--- src/rtl/i2cm_pkg.sv ---
// ----------------------------------------------------------------------------
// i2cm_pkg
// types, codes and helpers shared by the i2c master byte engine
// ----------------------------------------------------------------------------
package i2cm_pkg;

	localparam logic [7:0] HOLD_TICKS_RST      = 8'd6;
	localparam logic [7:0] BIT_PHASE_TICKS_RST = 8'd2;
	localparam logic [7:0] ACK_TIMEOUT_RST     = 8'd250;

	typedef enum logic [1:0] {
		OP_START = 2'd0,
		OP_STOP  = 2'd1,
		OP_WRITE = 2'd2,
		OP_READ  = 2'd3
	} opcode_t;

	typedef enum logic [1:0] {
		REG_HOLD_TICKS      = 2'd0,
		REG_BIT_PHASE_TICKS = 2'd1,
		REG_ACK_TIMEOUT     = 2'd2
	} cfg_reg_t;

	typedef enum logic [3:0] {
		PH_IDLE     = 4'd0,
		PH_ST_A     = 4'd1,
		PH_ST_B     = 4'd2,
		PH_SP_A     = 4'd3,
		PH_SP_B     = 4'd4,
		PH_SP_C     = 4'd5,
		PH_W_LOW    = 4'd6,
		PH_W_HIGH   = 4'd7,
		PH_W_TAIL   = 4'd8,
		PH_ACK_REL  = 4'd9,
		PH_ACK_WAIT = 4'd10,
		PH_R_LOW    = 4'd11,
		PH_R_HIGH   = 4'd12,
		PH_A_LOW    = 4'd13,
		PH_A_HIGH   = 4'd14
	} phase_t;

	typedef struct packed {
		logic [7:0] hold_ticks;
		logic [7:0] bit_phase_ticks;
		logic [7:0] ack_timeout;
	} i2cm_cfg_t;

	typedef struct packed {
		logic       cmd_valid;
		logic [1:0] opcode;
		logic [7:0] tx_byte;
		logic       send_ack;
		logic       sda_in;
	} i2cm_in_t;

	typedef struct packed {
		logic       scl;
		logic       sda_level;
		logic       sda_drive;
		logic       busy_res;
		logic       done_res;
		logic [7:0] rx_byte;
		logic       ack_missing;
	} i2cm_out_t;

	typedef struct packed {
		logic scl;
		logic sda;
		logic drv;
	} line_t;

	typedef struct packed {
		phase_t     phase;
		logic [3:0] bit_count;
		logic [7:0] shift_reg;
		logic [7:0] tick_count;
		logic [7:0] wait_count;
		logic [7:0] rx_hold;
		logic       ack_flag;
		logic       ack_mode;
		line_t      line;
	} i2cm_state_t;

	localparam i2cm_state_t STATE_RST = '{
		phase:      PH_IDLE,
		bit_count:  4'd0,
		shift_reg:  8'd0,
		tick_count: 8'd0,
		wait_count: 8'd0,
		rx_hold:    8'd0,
		ack_flag:   1'b0,
		ack_mode:   1'b0,
		line:       '{scl: 1'b1, sda: 1'b1, drv: 1'b1}
	};

	function automatic logic [7:0] len_less_one(input logic [7:0] n);
		return (n == 8'd0) ? 8'd0 : n - 8'd1;
	endfunction

endpackage

--- src/rtl/i2cm_in_if.sv ---
// ----------------------------------------------------------------------------
// i2cm_in_if
// tick/command channel into the engine
// ----------------------------------------------------------------------------
interface i2cm_in_if;
	logic       valid;
	logic       ready;
	logic       cmd_valid;
	logic [1:0] opcode;
	logic [7:0] tx_byte;
	logic       send_ack;
	logic       sda_in;

	modport source (output valid, cmd_valid, opcode, tx_byte, send_ack, sda_in, input ready);
	modport sink (input valid, cmd_valid, opcode, tx_byte, send_ack, sda_in, output ready);
endinterface

--- src/rtl/i2cm_out_if.sv ---
// ----------------------------------------------------------------------------
// i2cm_out_if
// per-tick result channel out of the engine
// ----------------------------------------------------------------------------
interface i2cm_out_if;
	logic       valid;
	logic       ready;
	logic       scl;
	logic       sda_level;
	logic       sda_drive;
	logic       busy_res;
	logic       done_res;
	logic [7:0] rx_byte;
	logic       ack_missing;

	modport source (output valid, scl, sda_level, sda_drive, busy_res, done_res, rx_byte,
		ack_missing, input ready);
	modport sink (input valid, scl, sda_level, sda_drive, busy_res, done_res, rx_byte,
		ack_missing, output ready);
endinterface

--- src/rtl/i2cm_cfg_if.sv ---
// ----------------------------------------------------------------------------
// i2cm_cfg_if
// register write channel
// ----------------------------------------------------------------------------
interface i2cm_cfg_if;
	logic       valid;
	logic       ready;
	logic [1:0] index;
	logic [7:0] data;

	modport source (output valid, index, data, input ready);
	modport sink (input valid, index, data, output ready);
endinterface

--- src/rtl/i2cm_cfg_regs.sv ---
// ----------------------------------------------------------------------------
// i2cm_cfg_regs
// timing registers, written through the config channel
// ----------------------------------------------------------------------------
module i2cm_cfg_regs
	import i2cm_pkg::*;
(
	input  logic             clk,
	input  logic             arst_n,
	i2cm_cfg_if.sink         cfg,
	output i2cm_cfg_t        regs
);

	i2cm_cfg_t regs_q;

	assign cfg.ready = 1'b1;
	assign regs      = regs_q;

	always_ff @(posedge clk or negedge arst_n) begin
		if (!arst_n) begin
			regs_q.hold_ticks      <= HOLD_TICKS_RST;
			regs_q.bit_phase_ticks <= BIT_PHASE_TICKS_RST;
			regs_q.ack_timeout     <= ACK_TIMEOUT_RST;
		end else if (cfg.valid) begin
			case (cfg_reg_t'(cfg.index))
				REG_HOLD_TICKS:      regs_q.hold_ticks      <= cfg.data;
				REG_BIT_PHASE_TICKS: regs_q.bit_phase_ticks <= cfg.data;
				REG_ACK_TIMEOUT:     regs_q.ack_timeout     <= cfg.data;
				default: ;
			endcase
		end
	end

endmodule

--- src/rtl/i2cm_core.sv ---
// ----------------------------------------------------------------------------
// i2cm_core
// bus sequencer state and its one-tick update
// ----------------------------------------------------------------------------
module i2cm_core
	import i2cm_pkg::*;
(
	input  logic       clk,
	input  logic       arst_n,
	input  logic       en,
	input  i2cm_in_t   din,
	input  i2cm_cfg_t  regs,
	output i2cm_out_t  res
);

	i2cm_state_t st_q;
	i2cm_state_t st_d;
	logic        done;
	logic        ent;
	phase_t      ent_ph;

	always_comb begin
		st_d   = st_q;
		done   = 1'b0;
		ent    = 1'b0;
		ent_ph = PH_IDLE;

		if (st_q.phase == PH_IDLE) begin
			if (din.cmd_valid) begin
				st_d.bit_count = 4'd0;
				ent = 1'b1;
				case (opcode_t'(din.opcode))
					OP_START: ent_ph = PH_ST_A;
					OP_STOP:  ent_ph = PH_SP_A;
					OP_WRITE: begin
						st_d.shift_reg = din.tx_byte;
						ent_ph = PH_W_LOW;
					end
					OP_READ: begin
						st_d.shift_reg = 8'd0;
						st_d.ack_mode = din.send_ack;
						ent_ph = PH_R_LOW;
					end
					default: ent = 1'b0;
				endcase
			end
		end else if (st_q.phase == PH_ACK_WAIT) begin
			if (!din.sda_in) begin
				st_d.ack_flag   = 1'b0;
				st_d.line       = '{scl: 1'b0, sda: 1'b1, drv: 1'b0};
				st_d.phase      = PH_IDLE;
				st_d.tick_count = 8'd0;
				done            = 1'b1;
			end else if (st_q.wait_count >= regs.ack_timeout) begin
				st_d.ack_flag = 1'b1;
				ent    = 1'b1;
				ent_ph = PH_SP_A;
			end else begin
				st_d.wait_count = st_q.wait_count + 8'd1;
			end
		end else if (st_q.tick_count != 8'd0) begin
			st_d.tick_count = st_q.tick_count - 8'd1;
		end else begin
			case (st_q.phase)
				PH_ST_A: begin ent = 1'b1; ent_ph = PH_ST_B; end
				PH_ST_B: begin
					st_d.line       = '{scl: 1'b0, sda: 1'b0, drv: 1'b1};
					st_d.phase      = PH_IDLE;
					st_d.tick_count = 8'd0;
					done            = 1'b1;
				end
				PH_SP_A: begin ent = 1'b1; ent_ph = PH_SP_B; end
				PH_SP_B: begin ent = 1'b1; ent_ph = PH_SP_C; end
				PH_SP_C: begin
					st_d.line       = '{scl: 1'b1, sda: 1'b1, drv: 1'b1};
					st_d.phase      = PH_IDLE;
					st_d.tick_count = 8'd0;
					done            = 1'b1;
				end
				PH_W_LOW:  begin ent = 1'b1; ent_ph = PH_W_HIGH; end
				PH_W_HIGH: begin ent = 1'b1; ent_ph = PH_W_TAIL; end
				PH_W_TAIL: begin
					st_d.shift_reg = {st_q.shift_reg[6:0], 1'b0};
					st_d.bit_count = st_q.bit_count + 4'd1;
					ent    = 1'b1;
					ent_ph = st_d.bit_count[3] ? PH_ACK_REL : PH_W_LOW;
				end
				PH_ACK_REL: begin ent = 1'b1; ent_ph = PH_ACK_WAIT; end
				PH_R_LOW: begin
					st_d.shift_reg = {st_q.shift_reg[6:0], din.sda_in};
					ent    = 1'b1;
					ent_ph = PH_R_HIGH;
				end
				PH_R_HIGH: begin
					st_d.bit_count = st_q.bit_count + 4'd1;
					ent = 1'b1;
					if (st_d.bit_count[3]) begin
						st_d.rx_hold = st_q.shift_reg;
						ent_ph = PH_A_LOW;
					end else begin
						ent_ph = PH_R_LOW;
					end
				end
				PH_A_LOW: begin ent = 1'b1; ent_ph = PH_A_HIGH; end
				PH_A_HIGH: begin
					st_d.line       = '{scl: 1'b0, sda: st_q.line.sda, drv: 1'b1};
					st_d.phase      = PH_IDLE;
					st_d.tick_count = 8'd0;
					done            = 1'b1;
				end
				default: st_d.phase = PH_IDLE;
			endcase
		end

		// entering a segment: lines and segment length
		if (ent) begin
			st_d.phase      = ent_ph;
			st_d.tick_count = 8'd0;
			case (ent_ph)
				PH_ST_A: begin
					st_d.line       = '{scl: 1'b1, sda: 1'b1, drv: 1'b1};
					st_d.tick_count = len_less_one(regs.hold_ticks);
				end
				PH_ST_B: begin
					st_d.line       = '{scl: 1'b1, sda: 1'b0, drv: 1'b1};
					st_d.tick_count = len_less_one(regs.hold_ticks);
				end
				PH_SP_A: st_d.line = '{scl: 1'b0, sda: 1'b0, drv: 1'b1};
				PH_SP_B: begin
					st_d.line       = '{scl: 1'b1, sda: 1'b0, drv: 1'b1};
					st_d.tick_count = len_less_one(regs.hold_ticks);
				end
				PH_SP_C: begin
					st_d.line       = '{scl: 1'b1, sda: 1'b1, drv: 1'b1};
					st_d.tick_count = len_less_one(regs.hold_ticks);
				end
				PH_W_LOW: begin
					st_d.line       = '{scl: 1'b0, sda: st_d.shift_reg[7], drv: 1'b1};
					st_d.tick_count = len_less_one(regs.bit_phase_ticks);
				end
				PH_W_HIGH, PH_A_HIGH: begin
					st_d.line       = '{scl: 1'b1, sda: st_q.line.sda, drv: 1'b1};
					st_d.tick_count = len_less_one(regs.bit_phase_ticks);
				end
				PH_W_TAIL: begin
					st_d.line       = '{scl: 1'b0, sda: st_q.line.sda, drv: 1'b1};
					st_d.tick_count = len_less_one(regs.bit_phase_ticks);
				end
				PH_ACK_REL: st_d.line = '{scl: 1'b0, sda: 1'b1, drv: 1'b1};
				PH_ACK_WAIT: begin
					st_d.line       = '{scl: 1'b1, sda: 1'b1, drv: 1'b0};
					st_d.wait_count = 8'd0;
				end
				PH_R_LOW: begin
					st_d.line       = '{scl: 1'b0, sda: 1'b1, drv: 1'b0};
					st_d.tick_count = len_less_one(regs.bit_phase_ticks);
				end
				PH_R_HIGH: begin
					st_d.line       = '{scl: 1'b1, sda: 1'b1, drv: 1'b0};
					st_d.tick_count = len_less_one(regs.bit_phase_ticks);
				end
				PH_A_LOW: begin
					st_d.line       = '{scl: 1'b0, sda: ~st_d.ack_mode, drv: 1'b1};
					st_d.tick_count = len_less_one(regs.bit_phase_ticks);
				end
				default: st_d.phase = PH_IDLE;
			endcase
		end
	end

	always_comb begin
		res.scl         = st_d.line.scl;
		res.sda_level   = st_d.line.sda;
		res.sda_drive   = st_d.line.drv;
		res.busy_res    = (st_d.phase != PH_IDLE);
		res.done_res    = done;
		res.rx_byte     = st_d.rx_hold;
		res.ack_missing = st_d.ack_flag;
	end

	always_ff @(posedge clk or negedge arst_n) begin
		if (!arst_n) begin
			st_q <= STATE_RST;
		end else if (en) begin
			st_q <= st_d;
		end
	end

endmodule

--- src/rtl/i2c_master_byte_engine.sv ---
// ----------------------------------------------------------------------------
// i2c_master_byte_engine
// i2c master bit engine advanced by one timing tick per input beat
// ----------------------------------------------------------------------------
//  channel   dir  handshake      payload
//  cmd_in    in   valid/ready    cmd_valid opcode tx_byte send_ack sda_in
//  res_out   out  valid/ready    scl sda_level sda_drive busy_res done_res
//                                rx_byte ack_missing
//  cfg       in   valid/ready    index data (ready always high)
//
// one tick beat per clock while the result side does not stall; a result passes
// the input register, then the sequencer update into the result register
// reset puts the sequencer idle with scl high and sda driven high
// a stalled result holds; input keeps flowing until the input register and
// the result register are both full
module i2c_master_byte_engine
	import i2cm_pkg::*;
(
	input  logic        clk,
	input  logic        arst_n,
	i2cm_in_if.sink     cmd_in,
	i2cm_out_if.source  res_out,
	i2cm_cfg_if.sink    cfg
);

	i2cm_cfg_t regs;
	i2cm_in_t  in_s1;
	logic      vld_s1;
	i2cm_out_t res;
	i2cm_out_t res_q;
	logic      res_vld_q;
	logic      adv;
	logic      in_ready;

	assign adv      = vld_s1 && (!res_vld_q || res_out.ready);
	assign in_ready = !vld_s1 || adv;

	assign cmd_in.ready = in_ready;

	i2cm_cfg_regs u_cfg (
		.clk    (clk),
		.arst_n (arst_n),
		.cfg    (cfg),
		.regs   (regs)
	);

	i2cm_core u_core (
		.clk    (clk),
		.arst_n (arst_n),
		.en     (adv),
		.din    (in_s1),
		.regs   (regs),
		.res    (res)
	);

	always_ff @(posedge clk or negedge arst_n) begin
		if (!arst_n) begin
			vld_s1 <= 1'b0;
		end else if (in_ready) begin
			vld_s1 <= cmd_in.valid;
		end
	end

	always_ff @(posedge clk) begin
		if (in_ready && cmd_in.valid) begin
			in_s1 <= '{cmd_valid: cmd_in.cmd_valid, opcode: cmd_in.opcode,
				tx_byte: cmd_in.tx_byte, send_ack: cmd_in.send_ack, sda_in: cmd_in.sda_in};
		end
	end

	always_ff @(posedge clk or negedge arst_n) begin
		if (!arst_n) begin
			res_vld_q <= 1'b0;
		end else if (adv) begin
			res_vld_q <= 1'b1;
		end else if (res_out.ready) begin
			res_vld_q <= 1'b0;
		end
	end

	always_ff @(posedge clk) begin
		if (adv) begin
			res_q <= res;
		end
	end

	assign res_out.valid       = res_vld_q;
	assign res_out.scl         = res_q.scl;
	assign res_out.sda_level   = res_q.sda_level;
	assign res_out.sda_drive   = res_q.sda_drive;
	assign res_out.busy_res    = res_q.busy_res;
	assign res_out.done_res    = res_q.done_res;
	assign res_out.rx_byte     = res_q.rx_byte;
	assign res_out.ack_missing = res_q.ack_missing;

endmodule

--- src/flat_wrapper.sv ---
// flat-port wrapper written by rule: the top's interface ports become plain ports
module i2c_master_byte_engine_flat import i2cm_pkg::*;
  (clk, arst_n, cmd_in_valid, cmd_in_cmd_valid, cmd_in_opcode, cmd_in_tx_byte, cmd_in_send_ack, cmd_in_sda_in, cmd_in_ready, res_out_valid, res_out_scl, res_out_sda_level, res_out_sda_drive, res_out_busy_res, res_out_done_res, res_out_rx_byte, res_out_ack_missing, res_out_ready, cfg_valid, cfg_index, cfg_data, cfg_ready);
  i2cm_in_if cmd_in_i ();
  i2cm_out_if res_out_i ();
  i2cm_cfg_if cfg_i ();
  input  logic clk;
  input  logic arst_n;
  input wire logic [$bits(cmd_in_i.valid)-1:0] cmd_in_valid;
  input wire logic [$bits(cmd_in_i.cmd_valid)-1:0] cmd_in_cmd_valid;
  input wire logic [$bits(cmd_in_i.opcode)-1:0] cmd_in_opcode;
  input wire logic [$bits(cmd_in_i.tx_byte)-1:0] cmd_in_tx_byte;
  input wire logic [$bits(cmd_in_i.send_ack)-1:0] cmd_in_send_ack;
  input wire logic [$bits(cmd_in_i.sda_in)-1:0] cmd_in_sda_in;
  output wire logic [$bits(cmd_in_i.ready)-1:0] cmd_in_ready;
  output wire logic [$bits(res_out_i.valid)-1:0] res_out_valid;
  output wire logic [$bits(res_out_i.scl)-1:0] res_out_scl;
  output wire logic [$bits(res_out_i.sda_level)-1:0] res_out_sda_level;
  output wire logic [$bits(res_out_i.sda_drive)-1:0] res_out_sda_drive;
  output wire logic [$bits(res_out_i.busy_res)-1:0] res_out_busy_res;
  output wire logic [$bits(res_out_i.done_res)-1:0] res_out_done_res;
  output wire logic [$bits(res_out_i.rx_byte)-1:0] res_out_rx_byte;
  output wire logic [$bits(res_out_i.ack_missing)-1:0] res_out_ack_missing;
  input wire logic [$bits(res_out_i.ready)-1:0] res_out_ready;
  input wire logic [$bits(cfg_i.valid)-1:0] cfg_valid;
  input wire logic [$bits(cfg_i.index)-1:0] cfg_index;
  input wire logic [$bits(cfg_i.data)-1:0] cfg_data;
  output wire logic [$bits(cfg_i.ready)-1:0] cfg_ready;
  assign cmd_in_i.valid = cmd_in_valid;
  assign cmd_in_i.cmd_valid = cmd_in_cmd_valid;
  assign cmd_in_i.opcode = cmd_in_opcode;
  assign cmd_in_i.tx_byte = cmd_in_tx_byte;
  assign cmd_in_i.send_ack = cmd_in_send_ack;
  assign cmd_in_i.sda_in = cmd_in_sda_in;
  assign cmd_in_ready = cmd_in_i.ready;
  assign res_out_valid = res_out_i.valid;
  assign res_out_scl = res_out_i.scl;
  assign res_out_sda_level = res_out_i.sda_level;
  assign res_out_sda_drive = res_out_i.sda_drive;
  assign res_out_busy_res = res_out_i.busy_res;
  assign res_out_done_res = res_out_i.done_res;
  assign res_out_rx_byte = res_out_i.rx_byte;
  assign res_out_ack_missing = res_out_i.ack_missing;
  assign res_out_i.ready = res_out_ready;
  assign cfg_i.valid = cfg_valid;
  assign cfg_i.index = cfg_index;
  assign cfg_i.data = cfg_data;
  assign cfg_ready = cfg_i.ready;
  i2c_master_byte_engine u_core (.clk(clk), .arst_n(arst_n), .cmd_in(cmd_in_i), .res_out(res_out_i), .cfg(cfg_i));
endmodule
--- config.mk ---
export PLATFORM = sky130hd
export DESIGN_NAME = i2c_master_byte_engine_flat
export DESIGN_NICKNAME = d
export VERILOG_FILES = /design/src/rtl/i2cm_pkg.sv /design/src/rtl/i2cm_in_if.sv /design/src/rtl/i2cm_out_if.sv /design/src/rtl/i2cm_cfg_if.sv /design/src/rtl/i2cm_cfg_regs.sv /design/src/rtl/i2cm_core.sv /design/src/rtl/i2c_master_byte_engine.sv /design/src/flat_wrapper.sv
export SDC_FILE = /design/constraint.sdc
export NUM_CORES = 1
export LEC_CHECK = 0
export BUFFER_PORTS_ARGS = -buffer_cell sky130_fd_sc_hd__buf_2
export CORE_UTILIZATION = 25
export DETAILED_ROUTE_END_ITERATION = 10
export PLACE_DENSITY_LB_ADDON = 0.25
export SKIP_CTS_REPAIR_TIMING = 1
export SLEW_MARGIN = 20
export SYNTH_ARGS = -nofsm -noshare
export SYNTH_HDL_FRONTEND = slang
export SYNTH_HIERARCHICAL = 1
export SYNTH_SLANG_ARGS = --single-unit
--- constraint.sdc ---
create_clock -name clk -period 8.25 [get_ports clk]
set_clock_uncertainty 0.1 [all_clocks]
set_input_delay 1.65 -clock clk [delete_from_list [all_inputs] [get_ports clk]]
set_output_delay 1.65 -clock clk [all_outputs]
set_load 0.005 [all_outputs]
# ---- Word-level counts from Yosys, hierarchy flattened
# Index checks and enable logic that the tools add are counted.
dict set report word_totals {
  register_bits 98
  output_inout_bits 17
  word_cells 174
}
dict set report op_classes {
  add_sub_neg 5
  n_lt_le_gt_ge 1
  eq_ne 39
  muxes 66
  bitwise_logic 1
  reduce_logical 33
}
# op n
set op_table {}
lappend op_table {{$mux 8} 14}
lappend op_table {{$eq 4x4->1 const B} 14}
lappend op_table {{$mux 4} 12}
lappend op_table {{$pmux 8 s2} 3}
lappend op_table {{$pmux 4 s10} 1}
lappend op_table {{$mux 12} 3}
lappend op_table {{$eq 4x3->1 const B} 8}
lappend op_table {{$mux 16} 2}
lappend op_table {{$pmux 3 s10} 1}
lappend op_table {{$mux 25} 1}
lappend op_table {{$sub 8x1->8 const B} 3}
lappend op_table {{$mux 1} 19}
lappend op_table {{$mux 3} 6}
lappend op_table {{$eq 4x2->1 const B} 4}
lappend op_table {{$logic_not 8->1} 2}
lappend op_table {{$pmux 4 s4} 1}
lappend op_table {{$reduce_or 14->1} 1}
lappend op_table {{$reduce_or 10->1} 1}
lappend op_table {{$reduce_or 2->1} 5}
lappend op_table {{$pmux 3 s3} 1}
lappend op_table {{$add 8x1->8 const B} 1}
lappend op_table {{$eq 4x1->1 const B} 2}
lappend op_table {{$ge 8x8->1} 1}
lappend op_table {{$reduce_bool 4->1} 2}
lappend op_table {{24 further kinds} 37}

# ---- Logic depth before layout (Yosys ltp)
dict set report depth {
  depth_word 11
  ltp_mapped 13
  ltp_nobuf 10
}

# ---- Hierarchy
# Netlist, hierarchy kept.
# mod instances cells_per_inst area_each_um2
set by_module_without_submodules {}
lappend by_module_without_submodules {i2cm_core 1 484 3788.6}
lappend by_module_without_submodules {i2cm_cfg_regs 1 53 934.6}
lappend by_module_without_submodules {i2c_master_byte_engine 1 35 914.6}

# ---- Worst setup path before layout
# OpenSTA, ideal clock, no wires.
dict set report synth_timing {
  path_type {input-to-reg}
  start {in res_out_ready}
  end {reg u_core/u_core/st_q[29] in the netlist's numbering}
  setup_time_ps 142
  arrival_ps 3518
  required_time_ps 8008
  setup_slack_ps 4490
  cell_stages 6
  path_cell_list {nand2b_1 -> and2_1 -> clkinv_1 -> nor4_1 -> clkbuf_1 -> a31oi_1}
}
dict set report synth_between {
  elab_chain_cells 3
}
# item line
set synth_rtl {}
lappend synth_rtl {{start: declaration} flat_wrapper.sv:24} ;# input wire logic [$bits(res_out_i.ready)-1:0] res_out_ready;
lappend synth_rtl {{$logic_or 1x1->1} i2c_master_byte_engine.sv:35} ;# assign adv = vld_s1 && (!res_vld_q || res_out.ready);
lappend synth_rtl {{$logic_and 1x1->1} i2c_master_byte_engine.sv:35}
lappend synth_rtl {{named net u_core.adv} i2c_master_byte_engine.sv:32} ;# logic adv;
lappend synth_rtl {{$reduce_and 6->1 (no source line)} --}
lappend synth_rtl {{end signal: assignment} i2cm_core.sv:185} ;# st_q <= st_d;
lappend synth_rtl {{end: declaration} i2cm_core.sv:16} ;# i2cm_state_t st_q;
# The timed path passes the listed nets, and every way through them passes these cells.
# A chain may end at the register's enable or synchronous reset.

# ---- Worst setup path after layout
dict set report layout_timing {
  start {in res_out_ready}
  end {reg u_core/u_core/st_q[34] in the netlist's numbering}
}
# Same word-level chain as after synthesis.

==> metrics.cfg <==
[floorplanning]
ios=45
die-height_um=152
start_util_pct=25.7
core_mm2=0.0220
dieArea_mm2=0.0232
die_x_um=152
rows=54

[placement]
io_buffers=43
gp_congestion=0.847
place_ws_ps=3950
dpl.hpwl_mm=9.87

[logic_synthesis]
synth_edf_count=27
ys_warn_count=6
ys_top_cells_by_area=dfrtp_1 (26%), edfxtp_1 (14%), mux2_2 (5.8%)
synthArstFlopShare_pct=72.4
dominantRegCellSynth=dfrtp_1
syn_inst=572
ys_seq_area_share_pct=46.2
synth.net_count=615
synth_seq_cells=98
synth_top_cells_by_count=nor2_1 (70), nand2_1 (64), dfrtp_1 (59)
synth_top_area_cell=dfrtp_1
yosysTopAreaCellShare_pct=26.2
syn_area_per_cell_um2=9.86
syn_area_mm2=0.00564
synth_cell_types=78
synth.most_common_cell=nor2_1

[power]
cellPowerDensity_mw_per_mm2=278
p_leak_nw=2.52
ir_drop_uv=103

[sta]
fin_setup_tns_ps=0
setup_viol=0
period_minus_slack_ps=3940
maxSlewHeadroom_pct=27.3
worstMarginPinSlew_ps=1080
hold_viol=0
rsz0062_at_grt=no
max_clock_freq_ghz=0.254
maxSlewViolCount=0
whs_ps=411
layout_setup_ws_ps=4310
period_share_pct=47.8

[job]
cap_violations=0

[min_path]
hold_path_end=u_core/u_cfg/regs[2]
hold_start=u_core/u_cfg/regs[2]
hold_depth=1
hold_path_class=flop to flop

[routing]
wl_met3_um=497
dr_wl_met2_mm=6.55
wl_per_cell_um=14.9
drt-total-wl_mm=13.2
vias_per_cell=4.84
initialDrtViolationCount=355
wl_met1_mm=5.91
via_count=4278
drc_errors=2
firstDrtPassIters=8
ant_nets=0
top_layer=met4

[worst_setup_path]
critical_path_class=primary input to flop
cp.required_ps=8430
path_max_fanout=43
reg2reg_slack_ps=4690
reg2reg_from=u_core/u_core/st_q[13]
rr_worst_depth=10
cpPeakStageDelay_ps=1010
slowest_stage=nor4_2
end_kind=flop
r2r_end=u_core/u_core/st_q[27]
critPathLaunchType=primary input
cp.arrival_ps=4120
worstPathCellList=buf_2 -> nand2b_1 -> and2_1 -> buf_4 -> clkinv_1 -> nor4_2 -> nor2_1 -> a21oi_1

[clocking]
insertion_delay_ps=350
htreeDepth=3
clock-sinks=98
cts_buffers=9
cts_max_path_buffers=2
cts_tree=built
clkSlewWorstSetupHoldPaths_ps=80
cts_root_buf=clkbuf_16

[global_route]
grt_max_degree=72
grt_pass1_vias=4329
track_usage_pct=11.9
grt_remaining_overflow=0
grt_pass1_wl_mm=22.0
antenna_found_initial=0

[status]
status=finished, violations left
violations=DRC

[final_layout]
multi_input_area_mm2=0.00278
final_nets=641
synthToLayoutAreaGrowth_pct=13.0
fillers=2286
drive_gt1_share_pct=20.6
seq_area_mm2=0.00260
insertedDiodeCount=0

## layer usage
layer / vias to the layer above / global-route usage [%]
met3: 17 / 2.36
met5: - / 0
met1: 2055 / 14.5
met4: 0 / 4.57
li1: 2112 / -
met2: 94 / 20.7
## logic make-up after synthesis
family,Yosys count,share of synthesized area (%)
AO/OA/AOI/OAI,130,15.8
flip-flops,98,46.2
multiplexers,33,6.66
other,1,0.0665
buffers and inverters,52,4.70
XOR/XNOR,21,3.26
AND/OR/NAND/NOR,222,20.0
adder cells (fa/ha/maj),15,3.33
## critical path, delay by kind of cell
| family | cells | cell delay [ps] |
|---|---|---|
| AOI/OAI and AO/OA | 1 | 190 |
| buffers and inverters | 3 | 900 |
| and+or+nand+nor | 4 | 1360 |
## per-stage QoR
stage               cells  util, %  cell area (um^2)  total power, mW
floorplan             572        -              5640             1.20
global placement      867     27.5              6050             1.31
detailed placement    867     27.5              6050             1.32
CTS                   883     29.0              6370             1.78
global route          883     29.0              6370             1.89
finish                883     29.0              6370             1.77
## flip-flops by register name (all words and copies together), names as in the netlist, 8 cells and up
name                    flops
u_core/in_s1               13
u_core/res_out.rx_byte      8
u_core/u_core/st_q         45
u_core/u_cfg/regs          24
## worst max path at each step
stage / from / endpoint / slack (ps) / cells past startpoint
final: res_out_ready / u_core/u_core/st_q[34] / 4310 / 8
after global routing: res_out_ready / u_core/u_core/st_q[23] / 4040 / 9
after CTS: res_out_ready / u_core/u_core/st_q[18] / 4320 / 10
after detailed placement: res_out_ready / u_core/u_core/st_q[34] / 3950 / 8
after global placement: res_out_ready / u_core/u_core/st_q[18] / 4030 / 10
after floorplan: res_out_ready / u_core/u_core/st_q[29] / 4490 / 6
## placed cells by master, fill, tap and decap left out, types with 4 or more instances in the layout
cell	instances
a21oi_1	30
a221oi_1	9
a22oi_1	7
a31oi_1	11
and2_1	10
and3_1	4
buf_2	43
clkbuf_16	9
dfrtp_1	59
dfstp_2	12
edfxtp_1	27
ha_1	15
inv_1	20
mux2_2	29
nand2_1	64
nand2b_1	13
nand3_1	4
nand4_1	5
nor2_1	70
nor2b_1	4
nor3_1	12
nor4_1	8
o21ai_0	27
o21ai_1	7
or3_1	4
xnor2_1	7
xor2_1	14
## cell type report
type	instances	area share [%]
Clock buffer	10	3.75
Tap cell	280	5.50
Multi-Input combinational cell	422	43.6
Sequential cell	98	40.9
Clock inverter	6	1.32
Timing Repair Buffer	46	3.73
Inverter	21	1.24
## where the power goes
group          leakage, nW  internal [mW]  total (mW)  switching, mW
Clock                0.158          0.250       0.452          0.202
Combinational         1.27          0.239       0.548          0.310
Sequential            1.09          0.633       0.771          0.138
Power figures use the tool's default switching activity.
